`src/design/hspl_pkg.sv`:
```
// ----------------------------------------------------------------------------
// hspl_pkg
// Shared types and constants of the Huffman sorted priority list.
// ----------------------------------------------------------------------------
package hspl_pkg;

  localparam int CAPACITY    = 256;
  localparam int FREQ_W      = 32;
  localparam int TAG_W       = 9;
  localparam int CNT_W       = $clog2(CAPACITY + 1);
  localparam int SCAN_LEVELS = $clog2(CAPACITY);

  typedef enum logic [1:0] {
    FUNC_LOAD   = 2'd0,
    FUNC_INSERT = 2'd1,
    FUNC_POP    = 2'd2,
    FUNC_CLEAR  = 2'd3
  } func_e;

  typedef enum logic [1:0] {
    STAT_OK    = 2'd0,
    STAT_EMPTY = 2'd1,
    STAT_FULL  = 2'd2
  } status_e;

  typedef enum logic [1:0] {
    CELL_HOLD,
    CELL_INSERT,
    CELL_POP,
    CELL_CLEAR
  } cell_op_e;

  typedef enum logic [1:0] {
    ST_IDLE,
    ST_CMP,
    ST_UPD
  } state_e;

  typedef struct packed {
    logic              valid;
    logic [FREQ_W-1:0] freq;
    logic [TAG_W-1:0]  tag;
  } entry_t;

  typedef struct packed {
    cell_op_e          op;
    logic              is_load;
    logic [FREQ_W-1:0] freq;
    logic [TAG_W-1:0]  tag;
  } cell_ctrl_t;

endpackage

```
`src/design/hspl_cell.sv`:
```
// ----------------------------------------------------------------------------
// hspl_cell
// One slot of the sorted list. Compares its entry against the new word and
// shifts up, shifts down, keeps, clears or takes the new word as the row commands.
// ----------------------------------------------------------------------------
module hspl_cell
  import hspl_pkg::*;
(
  input  logic       clk_i,
  input  logic       rst_ni,
  input  cell_ctrl_t ctrl_i,
  input  entry_t     lower_i,
  input  entry_t     upper_i,
  input  logic       keep_i,
  input  logic       keep_low_i,
  output entry_t     entry_o,
  output logic       hit_o
);

  logic              valid_q, valid_d;
  logic [FREQ_W-1:0] freq_q, freq_d;
  logic [TAG_W-1:0]  tag_q, tag_d;
  logic              hit_q, hit_d;

  always_comb begin
    if (ctrl_i.is_load) begin
      hit_d = valid_q && ((freq_q < ctrl_i.freq) ||
                          ((freq_q == ctrl_i.freq) && (tag_q > ctrl_i.tag)));
    end else begin
      hit_d = valid_q && (freq_q <= ctrl_i.freq);
    end
  end

  always_comb begin
    valid_d = valid_q;
    freq_d  = freq_q;
    tag_d   = tag_q;
    case (ctrl_i.op)
      CELL_INSERT: begin
        if (!keep_i) begin
          if (keep_low_i) begin
            valid_d = 1'b1;
            freq_d  = ctrl_i.freq;
            tag_d   = ctrl_i.tag;
          end else begin
            valid_d = lower_i.valid;
            freq_d  = lower_i.freq;
            tag_d   = lower_i.tag;
          end
        end
      end
      CELL_POP: begin
        valid_d = upper_i.valid;
        freq_d  = upper_i.freq;
        tag_d   = upper_i.tag;
      end
      CELL_CLEAR: begin
        valid_d = 1'b0;
      end
      default: begin
      end
    endcase
  end

  always_ff @(posedge clk_i or negedge rst_ni) begin
    if (!rst_ni) begin
      valid_q <= 1'b0;
      hit_q   <= 1'b0;
    end else begin
      valid_q <= valid_d;
      hit_q   <= hit_d;
    end
  end

  always_ff @(posedge clk_i) begin
    freq_q <= freq_d;
    tag_q  <= tag_d;
  end

  assign entry_o = '{valid: valid_q, freq: freq_q, tag: tag_q};
  assign hit_o   = hit_q;

endmodule

```
`config.mk`:
```
export PLATFORM = sky130hd
export DESIGN_NAME = hspl_cell
export DESIGN_NICKNAME = d
export VERILOG_FILES = /design/src/design/hspl_pkg.sv /design/src/design/hspl_cell.sv
export SDC_FILE = /design/constraint.sdc
export NUM_CORES = 1
export LEC_CHECK = 0
export BUFFER_PORTS_ARGS = -buffer_cell sky130_fd_sc_hd__buf_2
export CORE_ASPECT_RATIO = 1.5
export CORE_MARGIN = 3
export CORE_UTILIZATION = 25
export DETAILED_ROUTE_END_ITERATION = 12
export REMOVE_ABC_BUFFERS = 1
export SETUP_SLACK_MARGIN = 0.2
export SYNTH_ARGS = -nofsm -noshare
export SYNTH_HDL_FRONTEND = slang
export SYNTH_SLANG_ARGS = --single-unit
```
`constraint.sdc`:
```
create_clock -name clk_i -period 2.5 [get_ports clk_i]
set_input_delay 0.125 -clock clk_i [delete_from_list [all_inputs] [get_ports clk_i]]
set_output_delay 0.125 -clock clk_i [all_outputs]
set_load 0.1 [all_outputs]
```
==> results.yml <==
run_status:
  outcome: "completed"
power_and_ir_drop:
  p_sw_share_pct: 42.88
  ir_worst_vdd_mv: 0.2222
  internal_power_mw: 1.546
  p_seq_share_pct: 34.7
  comb_power_share_pct: 41.6
  p_per_area_nw_per_um2: 608.4
  p_sw_mw: 1.161
  power_frac_clock_pct: 23.8
  finalPower_mw: 2.707
  leakage_nw: 2.261
yosys:
  synth_flop_cell: "edfxtp_1"
  avgSynthCellArea_um2: 9.679
  async_flop_share_pct: 4.651
  synth-seq-cells: 43
  synth_seq_area_share_pct: 39.75
  yosysUniqueCellTypes: 34
  synthCells: 333
  yosysWarningCount: 0
  synth_edf_count: 41
  synth_area_um2: 3223
route:
  routedWlPerCell_um: 14.15
  drtIter0Drc: 56
  vias: 2983
  route.detailed.drc: 0
  drt_wl_total_mm: 9.368
  drt_first_pass_iters: 4
  ant_nets: 0
  vias_per_cell: 4.506
sta:
  finalHoldViolations: 0
  slew_headroom_pct: 58.09
  skew_ps: 9.254
  fin_crit_ps: 2055
  tightestPinTransition_ps: 627.0
  finalSetupViolCount: 0
  drv_slew: 0
  fin_ws_ps: 445.2
  fmax_mhz: 486.7
  fin_crit_sh_pct: 82.19
  rsz0062_at_grt: "no"
setup_path:
  cp_slowest_cell: "o31ai_1"
  critical_path.max_fanout: 3
  endpoint_kind: "register"
  critPathKind: "reg2reg"
  worst_ep_arrival_time_ps: 2270
  cp_slowest_stage_delay_ps: 420
  path_cells: "ha_1 -> a21oi_1 -> nand2_1 -> a221o_1 -> o31ai_1 -> a32o_1"
  path_depth: 6
  ff2ff_path_depth: 6
  start_kind: "register"
  reg2reg_from: "freq_q[14]"
  path_delay_family: "compound AO/OA/AOI/OAI gates"
  worstPathRequired_ps: 2710
  critPathLaunch: "freq_q[14]"
  crit_buf_inv: 0
clocking:
  worstSkewPairLatency_ps: 290
  htree_levels: 2
  clock_path_buffers: 2
  clkTransAtPathRegs_ps: 60
  numCtsBuffers: 5
  clockRootBuffer: "clkbuf_16"
  post_cts_buffers: 0
  cts_sinks: 43
  cts_tree: "done"
hold_path:
  holdCritPathClass: "in2reg"
  hp-start: "upper_i[23]"
  whs_path_depth: 3
die:
  core.rowCount: 50
  dieArea_um2: 14320
  start_util_pct: 25.63
  die_h_um: 145.1
  die_w_um: 98.71
  core_area_um2: 12570
  io_pins: 175
job:
  max-cap-violations: 0
cells_and_area:
  area_delta_synth_final_pct: 38.04
  fill_cells: 1299
  final_common_cell: "buf_2"
  layout-drive-gt1-share_pct: 37.55
  final_cell_mix: "174 x buf_2, 47 x nand2_1, 46 x o21ai_0"
  antenna_cells: 0
  final_core_util_pct: 35.38
  nets: 678
global_routing:
  grt_max_degree: 49
  antenna_found_initial: 0
  grt_pass1_wl_mm: 15.10
  grt.total_usage_pct: 13.06
  grt_pass1_vias: 3202
  overflow: 0
place:
  dpl_worst_slack_ps: 438.2
  portBuffers: 174
  dp_hpwl_mm: 7.937
  gp_congestion: 0.7884
Yosys cell counts (3+ instances only):
cell type  count  area share [%]
nand2_1       47             5.5
o21ai_0       46             7.1
inv_1         43             5.0
mux2i_1       42              13
edfxtp_1      41              38
ha_1          41              16
a21oi_1       14             2.2
clkbuf_1       8            0.93
nand4_1        7             1.4
buf_2          6            0.93
nor2_1         4            0.47
a21o_1         3            0.70
nand3_1        3            0.47
nor2b_1        3            0.58
worst register-to-register path, delay by kind of cell, from the launching register on:
kind,cells,cell delay (ps)
AOI/OAI and AO/OA,4,1190
DFF,1,390
adders and majority gates,1,330
and+or+nand+nor,1,80
final cells by class:
class / count / area [um^2] / share of cell area, %
Timing Repair Buffer: 180 / 943.4 / 21.20
Inverter: 43 / 161.4 / 3.628
Multi-Input combinational cell: 232 / 1732 / 38.92
Tap cell: 156 / 195.2 / 4.387
Clock buffer: 8 / 136.4 / 3.065
Sequential cell: 43 / 1281 / 28.80
power groups by stage:
stage	sequential, mW	clock [mW]	combinational [mW]
floorplan	1.52	0	0.267
global placement	0.951	0	1.12
detailed placement	0.956	0	1.13
CTS	0.940	0.672	1.14
global route	0.949	0.703	1.21
finish	0.939	0.643	1.13
what timing repair did:
action                                 4_1_cts  5_1_grt
setup endpoints to repair                    0        0
hold buffers                                 1        0
gates resized for setup                      0        0
endpoints found under the hold margin        2        0
flip-flops by register name (all words and copies together), names as in the netlist:
name     cells
valid_q      1
freq_q      32
hit_o        1
tag_q        9
per-stage QoR:
stage	TNS (ps)	instance area [um^2]	instances	hold slack, ps
CTS	0	4449	662	103.0
floorplan	-93310	3156	318	-170.6
global placement	0	4303	653	-70.07
finish	0	4449	662	111.7
global route	0	4449	662	110.8
detailed placement	0	4303	653	-70.58
worst paths after layout:
path | slack [ps] | endpoint
worst max-delay path | 450 | hit_o
worst min-delay path | 110 | freq_q[14]
worst max register to register | 450 | hit_o
worst min register to register | 840 | valid_q
max in group asynchronous | 2210 | valid_q
min in group asynchronous | 180 | hit_o
layer usage:
| metal | wire [um] | GRT usage [%] |
|---|---|---|
| met1 | 3655 | 14.00 |
| met2 | 5090 | 25.58 |
| met3 | 515 | 2.405 |
| met4 | 106 | 3.213 |
| met5 | 0 | 0 |
cells by family after synthesis:
group / after synthesis / share of synthesized area [%]
AO/OA/AOI/OAI: 75 / 13.08
buffers and inverters: 58 / 7.104
flip-flops: 43 / 39.75
AND/OR/NAND/NOR: 74 / 11.10
multiplexers: 42 / 13.04
adder cells (fa/ha/maj): 41 / 15.92
No activity file was read; power rests on OpenSTA's default activity.
