<file path="src/design/hspl_pkg.sv">
// ----------------------------------------------------------------------------
// hspl_pkg
// Shared types and constants of the Huffman sorted priority list.
// ----------------------------------------------------------------------------
package hspl_pkg;

  localparam int CAPACITY    = 256;
  localparam int FREQ_W      = 32;
  localparam int TAG_W       = 9;
  localparam int CNT_W       = $clog2(CAPACITY + 1);
  localparam int SCAN_LEVELS = $clog2(CAPACITY);

  typedef enum logic [1:0] {
    FUNC_LOAD   = 2'd0,
    FUNC_INSERT = 2'd1,
    FUNC_POP    = 2'd2,
    FUNC_CLEAR  = 2'd3
  } func_e;

  typedef enum logic [1:0] {
    STAT_OK    = 2'd0,
    STAT_EMPTY = 2'd1,
    STAT_FULL  = 2'd2
  } status_e;

  typedef enum logic [1:0] {
    CELL_HOLD,
    CELL_INSERT,
    CELL_POP,
    CELL_CLEAR
  } cell_op_e;

  typedef enum logic [1:0] {
    ST_IDLE,
    ST_CMP,
    ST_UPD
  } state_e;

  typedef struct packed {
    logic              valid;
    logic [FREQ_W-1:0] freq;
    logic [TAG_W-1:0]  tag;
  } entry_t;

  typedef struct packed {
    cell_op_e          op;
    logic              is_load;
    logic [FREQ_W-1:0] freq;
    logic [TAG_W-1:0]  tag;
  } cell_ctrl_t;

endpackage

</file>
<file path="src/design/hspl_scan.sv">
// ----------------------------------------------------------------------------
// hspl_scan
// Suffix OR over the cell hit flags: bit j is set when any cell at or above
// j matched, which marks the cells that keep their entry on an insert.
// ----------------------------------------------------------------------------
module hspl_scan
  import hspl_pkg::*;
(
  input  logic [CAPACITY-1:0] hit_i,
  output logic [CAPACITY-1:0] keep_o
);

  logic [CAPACITY-1:0] lvl [SCAN_LEVELS+1];

  assign lvl[0] = hit_i;

  for (genvar l = 0; l < SCAN_LEVELS; l++) begin : g_lvl
    assign lvl[l+1] = lvl[l] | (lvl[l] >> (1 << l));
  end

  assign keep_o = lvl[SCAN_LEVELS];

endmodule

</file>
<file path="config.mk">
export PLATFORM = sky130hd
export DESIGN_NAME = hspl_scan
export DESIGN_NICKNAME = d
export VERILOG_FILES = /design/src/design/hspl_pkg.sv /design/src/design/hspl_scan.sv
export SDC_FILE = /design/constraint.sdc
export NUM_CORES = 1
export LEC_CHECK = 0
export ABC_AREA = 1
export BUFFER_PORTS_ARGS = -buffer_cell sky130_fd_sc_hd__buf_4
export CAP_MARGIN = 25
export CORE_AREA = 2 2 202 204
export DETAILED_ROUTE_END_ITERATION = 7
export DIE_AREA = 0 0 204 206
export PLACE_DENSITY_LB_ADDON = 0.25
export SLEW_MARGIN = 20
export SYNTH_ARGS = -nofsm -noshare
export SYNTH_HDL_FRONTEND = slang
export SYNTH_SLANG_ARGS = --single-unit
</file>
<file path="constraint.sdc">
create_clock -name vclk -period 0.9
set_clock_uncertainty 0.1 [all_clocks]
set_input_delay 0 -clock vclk [all_inputs]
set_output_delay 0 -clock vclk [all_outputs]
set_load 0.01 [all_outputs]
</file>
==> impl_metrics.env, run 1 <==
export IMPL_setup_ws_ns=-0.626
export IMPL_drt_iter0_markers=569
export IMPL_seq_cell_count=0
export IMPL_p_leak_uw=0.00694
export IMPL_vias=14400
export IMPL_fmax_mhz=655
export IMPL_status="complete, but fails checks"
export IMPL_wl_per_cell_um=20.3
export IMPL_power_uw=3550
export IMPL_grt_pass1_vias=14700
export IMPL_hold_buffers=0
export IMPL_grt_max_degree=6
export IMPL_fin_util=0.471
export IMPL_start_kind="input pin"
export IMPL_violations="negative setup slack"
export IMPL_crit_start="hit_i[250]"
export IMPL_syn_to_final_growth_pct=166
export IMPL_nets=2926
export IMPL_start_util=0.177
export IMPL_hold_path_class="input pin to output port"
export IMPL_portBuffers=512
export IMPL_endpoint_kind="output port"
export IMPL_power_density_nw_per_um2=188
export IMPL_relSlewSlack=0.814
export IMPL_cp_required_ns=0.80
export IMPL_die_area_sq_um=42000
export IMPL_die_h_um=206
export IMPL_ant_nets=0
export IMPL_grt_first_pass_wirelength_mm=90.5
export IMPL_firstDrtPassIters=5
export IMPL_yosysSeqAreaShare=0
export IMPL_ys_warn_count=0
export IMPL_worst_pin_slew_ns=0.278
export IMPL_grt_overflow=0
export IMPL_routed_via_density=4.49
export IMPL_finalCriticalPeriod_ns=1.53
export IMPL_gp_congestion=0.984
export IMPL_n_clock_buffer=0
export IMPL_postSynthCellCount=1845
export IMPL_grt_setup_unrepaired="true"
export IMPL_drv_cap=0
export IMPL_worstHoldStart="hit_i[255]"
export IMPL_synth_cell_types=10
export IMPL_min_path_cells=2
export IMPL_slew_viol_final=0
export IMPL_setup_viol=249
export IMPL_io_pin_count=512
export IMPL_hold_viol_final=0
export IMPL_hold_end="keep_o[255]"
export IMPL_grt_usage=0.291
export IMPL_critPathKind="input pin to output port"
export IMPL_regArea_sq_um=0
export IMPL_critPathArrivalTime_ns=1.43
export IMPL_hpwl_mm=59.0
export IMPL_nFillCells=4391
export IMPL_rows=74
export IMPL_die_x_um=204
export IMPL_synth_nets=2101
export IMPL_drcViolationCount=0
export IMPL_fin_crit_sh=1.70
export IMPL_synth_avg_cell_area_sq_um=3.86
export IMPL_finalWirelength_mm=65.0
export IMPL_cp_max_fo=5
export IMPL_ir_drop_mv=0.178
export IMPL_antennaDiodeCount=0
export IMPL_core_area_sq_um=40200
export IMPL_drive_gt1_frac=0.717
export IMPL_grt_antenna_before_repair=0
export IMPL_synth_area_sq_um=7120
==> power by group <==
part / internal, uW / switching (uW)
clock: 0 / 0
combinational: 1560 / 1990
sequential: 0 / 0
total: 1560 / 1990
==> critical path: stages <==
cell	delay, ns
buf_4	0.13
nor2_4	0.12
nand2_4	0.08
nor2_8	0.20
nand2_4	0.12
nor2_4	0.25
nand2_8	0.14
nor2_4	0.17
nand2_2	0.07
buf_6	0.12
==> logic make-up after synthesis <==
family                 Yosys count  share of synthesized area
buffers and inverters          169                     0.0897
and+or+nand+nor               1676                      0.910
==> synth_stat cells <==
cell type / n / area (sq um)
nand2_4: 1 / 11.3
buf_4: 1 / 7.51
inv_1: 168 / 631
nor2_8: 1 / 20.0
nand2_1: 769 / 2890
nand2_2: 21 / 131
nor2_4: 9 / 101
nand3_1: 2 / 10.0
nor2_1: 857 / 3220
nor2_2: 16 / 100
==> repair_timing <==
item	in CTS	in global routing
endpoints found under the setup margin	250	250
pin swaps	227	162
setup buffers	31	11
gates resized for setup	973	406
==> final cells by class <==
cell class	count	area [sq um]	share of cell area
inverter	168	631	0.0333
multi-input combinational	1676	11200	0.591
timing repair buffer	824	6440	0.341
tap	532	666	0.0352
==> layout by cell type (no fill, tap or decap) <==
| master | count |
|---|---|
| buf_12 | 2 |
| buf_6 | 58 |
| nand2_4 | 76 |
| buf_4 | 762 |
| nand3_2 | 2 |
| nand2_1 | 414 |
| nor2_4 | 354 |
| nand2_8 | 2 |
| inv_1 | 151 |
| nand2_2 | 299 |
| inv_2 | 17 |
| nor2_1 | 191 |
| nor2_8 | 1 |
| nor2_2 | 337 |
| buf_8 | 2 |
==> per-stage QoR <==
| stage | worst slack, ns | std cells | instance area [sq um] | TNS (ns) | hold WS [ns] |
|---|---|---|---|---|---|
| finish | -0.626 | 3200 | 18900 | -127.87 | 0.0866 |
| global route | -0.698 | 3200 | 18900 | -147.19 | 0.0919 |
| CTS | -0.579 | 3189 | 17400 | -125.79 | 0.0925 |
| detailed placement | -1.06 | 3160 | 14100 | -168.20 | 0.114 |
| global placement | -1.07 | 3160 | 14100 | -168.13 | 0.114 |
| floorplan | -0.204 | 1845 | 7530 | -26.60 | -0.00823 |
==> worst max-delay path by stage <==
stage	endpoint	slack [ns]
2_1_floorplan	keep_o[1]	-0.20
3_3_place_gp	keep_o[73]	-1.07
3_5_place_dp	keep_o[73]	-1.06
4_1_cts	keep_o[13]	-0.58
5_1_grt	keep_o[127]	-0.70
6_report	keep_o[108]	-0.63
==> layer usage <==
layer | GRT usage | share of wire | vias to the layer above | routed length [um]
met4 | 0.0593 | 0.027 | 0 | 1740
met1 | 0.348 | 0.41 | 6752 | 26400
met5 | 0 | 0 | - | 0
li1 | - | - | 7077 | -
met3 | 0.0322 | 0.053 | 72 | 3450
met2 | 0.554 | 0.51 | 479 | 33400
Note: power is estimated with default switching activity, not from simulation.
==> inputs of run 2 (changes only) <==
--- a/config.mk
+++ b/config.mk
@@ -11,7 +11,7 @@
 export CORE_AREA = 2 2 202 204
 export DETAILED_ROUTE_END_ITERATION = 7
 export DIE_AREA = 0 0 204 206
-export PLACE_DENSITY_LB_ADDON = 0.25
+export PLACE_DENSITY = 0.53
 export SLEW_MARGIN = 20
 export SYNTH_ARGS = -nofsm -noshare
 export SYNTH_HDL_FRONTEND = slang
==> run 2 against run 1 <==
The run still ends with negative setup slack left; via count down 0.99%; global-route usage up 0.35 points; critical path depth up 1; final cell count down 0.56%; sequential share of layout area unchanged; critical path type unchanged; critical endpoint is now keep_o[20].
==> impl_metrics.env, run 2 (synthesis gave the netlist of run 1 again) <==
export IMPL_hpwl_mm=60.3
export IMPL_wl_per_cell_um=20.5
export IMPL_die_h_um=206
export IMPL_final_cell_mix="766 x buf_4, 512 x nand2_1, 386 x nor2_2"
export IMPL_relSlewSlack=0.826
export IMPL_whs_ns=0.0845
export IMPL_min_path_cells=2
export IMPL_critPathArrivalTime_ns=1.46
export IMPL_regArea_sq_um=0
export IMPL_endpoint_kind="output port"
export IMPL_grt_first_pass_wirelength_mm=90.6
export IMPL_die_area_sq_um=42000
export IMPL_grt_usage=0.294
export IMPL_drt_iter0_markers=642
export IMPL_ir_drop_mv=0.160
export IMPL_start_util=0.177
export IMPL_setup_ws_ns=-0.664
export IMPL_grt_overflow=0
export IMPL_layout_cells_non_filler=3182
export IMPL_hold_path_class="input pin to output port"
export IMPL_n_clock_buffer=0
export IMPL_ant_nets=0
export IMPL_syn_to_final_growth_pct=143
export IMPL_routed_via_density=4.47
export IMPL_postPlaceCellArea_sq_um=14100
export IMPL_nets=2908
export IMPL_dp_cells=3159
export IMPL_grt_setup_unrepaired="true"
export IMPL_hold_viol_final=0
export IMPL_stdcell_area_sq_um=17300
export IMPL_worstHoldStart="hit_i[255]"
export IMPL_firstDrtPassIters=5
export IMPL_worst_pin_slew_ns=0.261
export IMPL_gp_congestion=0.995
export IMPL_die_x_um=204
export IMPL_core_area_sq_um=40200
export IMPL_power_density_nw_per_um2=182
export IMPL_cp_max_fo=3
export IMPL_finalCriticalPeriod_ns=1.56
export IMPL_seq_cell_count=0
export IMPL_grt_antenna_before_repair=1
export IMPL_vias=14200
export IMPL_rows=74
export IMPL_preCtsSetupSlack_ns=-1.03
export IMPL_violations="negative setup slack"
export IMPL_antennaDiodeCount=0
export IMPL_grt_pass1_vias=14500
export IMPL_final_common_cell="buf_4"
export IMPL_critPathKind="input pin to output port"
export IMPL_status="complete, but fails checks"
export IMPL_fin_crit_sh=1.74
export IMPL_grt_max_degree=6
export IMPL_p_leak_uw=0.00621
export IMPL_setup_viol=252
export IMPL_io_pin_count=512
export IMPL_cp_required_ns=0.80
export IMPL_fmax_mhz=640
export IMPL_drive_gt1_frac=0.642
export IMPL_start_kind="input pin"
export IMPL_drv_cap=0
export IMPL_power_uw=3140
export IMPL_drcViolationCount=0
export IMPL_portBuffers=512
export IMPL_slew_viol_final=0
export IMPL_hold_end="keep_o[255]"
export IMPL_finalWirelength_mm=65.4
## run 2: per-layer routing
metal	part of all wire	GRT usage
met1	0.41	0.354
met2	0.49	0.537
met3	0.058	0.0377
met4	0.044	0.0978
met5	0.00024	0
## run 2: what timing repair did
item                       in CTS  in global routing
pin swaps                      78                117
buffers inserted               11                 12
gates resized for setup       501                477
setup endpoints to repair     252                252
hold buffers                    0                  0
## run 2: worst max path at each step
| stage | from | endpoint | slack (ns) | cells past startpoint |
|---|---|---|---|---|
| after floorplan | hit_i[255] | keep_o[1] | -0.20 | 8 |
| after global placement | hit_i[114] | keep_o[31] | -1.02 | 10 |
| after detailed placement | hit_i[108] | keep_o[22] | -1.03 | 11 |
| after CTS | hit_i[254] | keep_o[96] | -0.66 | 11 |
| after global routing | hit_i[54] | keep_o[17] | -0.72 | 10 |
| final | hit_i[219] | keep_o[20] | -0.66 | 11 |
## run 2: report_power, final
group          total, uW  switching (uW)  internal, uW
clock network          0               0             0
logic               3140            1740          1400
registers              0               0             0
## run 2: cell type report
| cell class | instances | area [sq um] |
|---|---|---|
| Tap cell | 532 | 666 |
| Timing Repair Buffer | 806 | 6240 |
| Fill cell | 4626 | 22900 |
| Inverter | 168 | 631 |
| Multi-Input combinational cell | 1676 | 9770 |
## run 2: worst max-delay path, cell delays in order
cell	delay, ns
buf_4	0.13
nor2_2	0.21
nand2_2	0.11
nor2_2	0.15
nand2_1	0.14
buf_4	0.16
inv_1	0.09
nand2_4	0.09
nor2_2	0.14
nand2_1	0.09
buf_4	0.15
## run 2: metrics by stage
step	TNS (ns)	util
2_1_floorplan	-26.60	-
3_3_place_gp	-181.45	0.351
3_5_place_dp	-179.99	0.351
4_1_cts	-138.77	0.390
5_1_grt	-154.64	0.431
6_report	-135.35	0.431
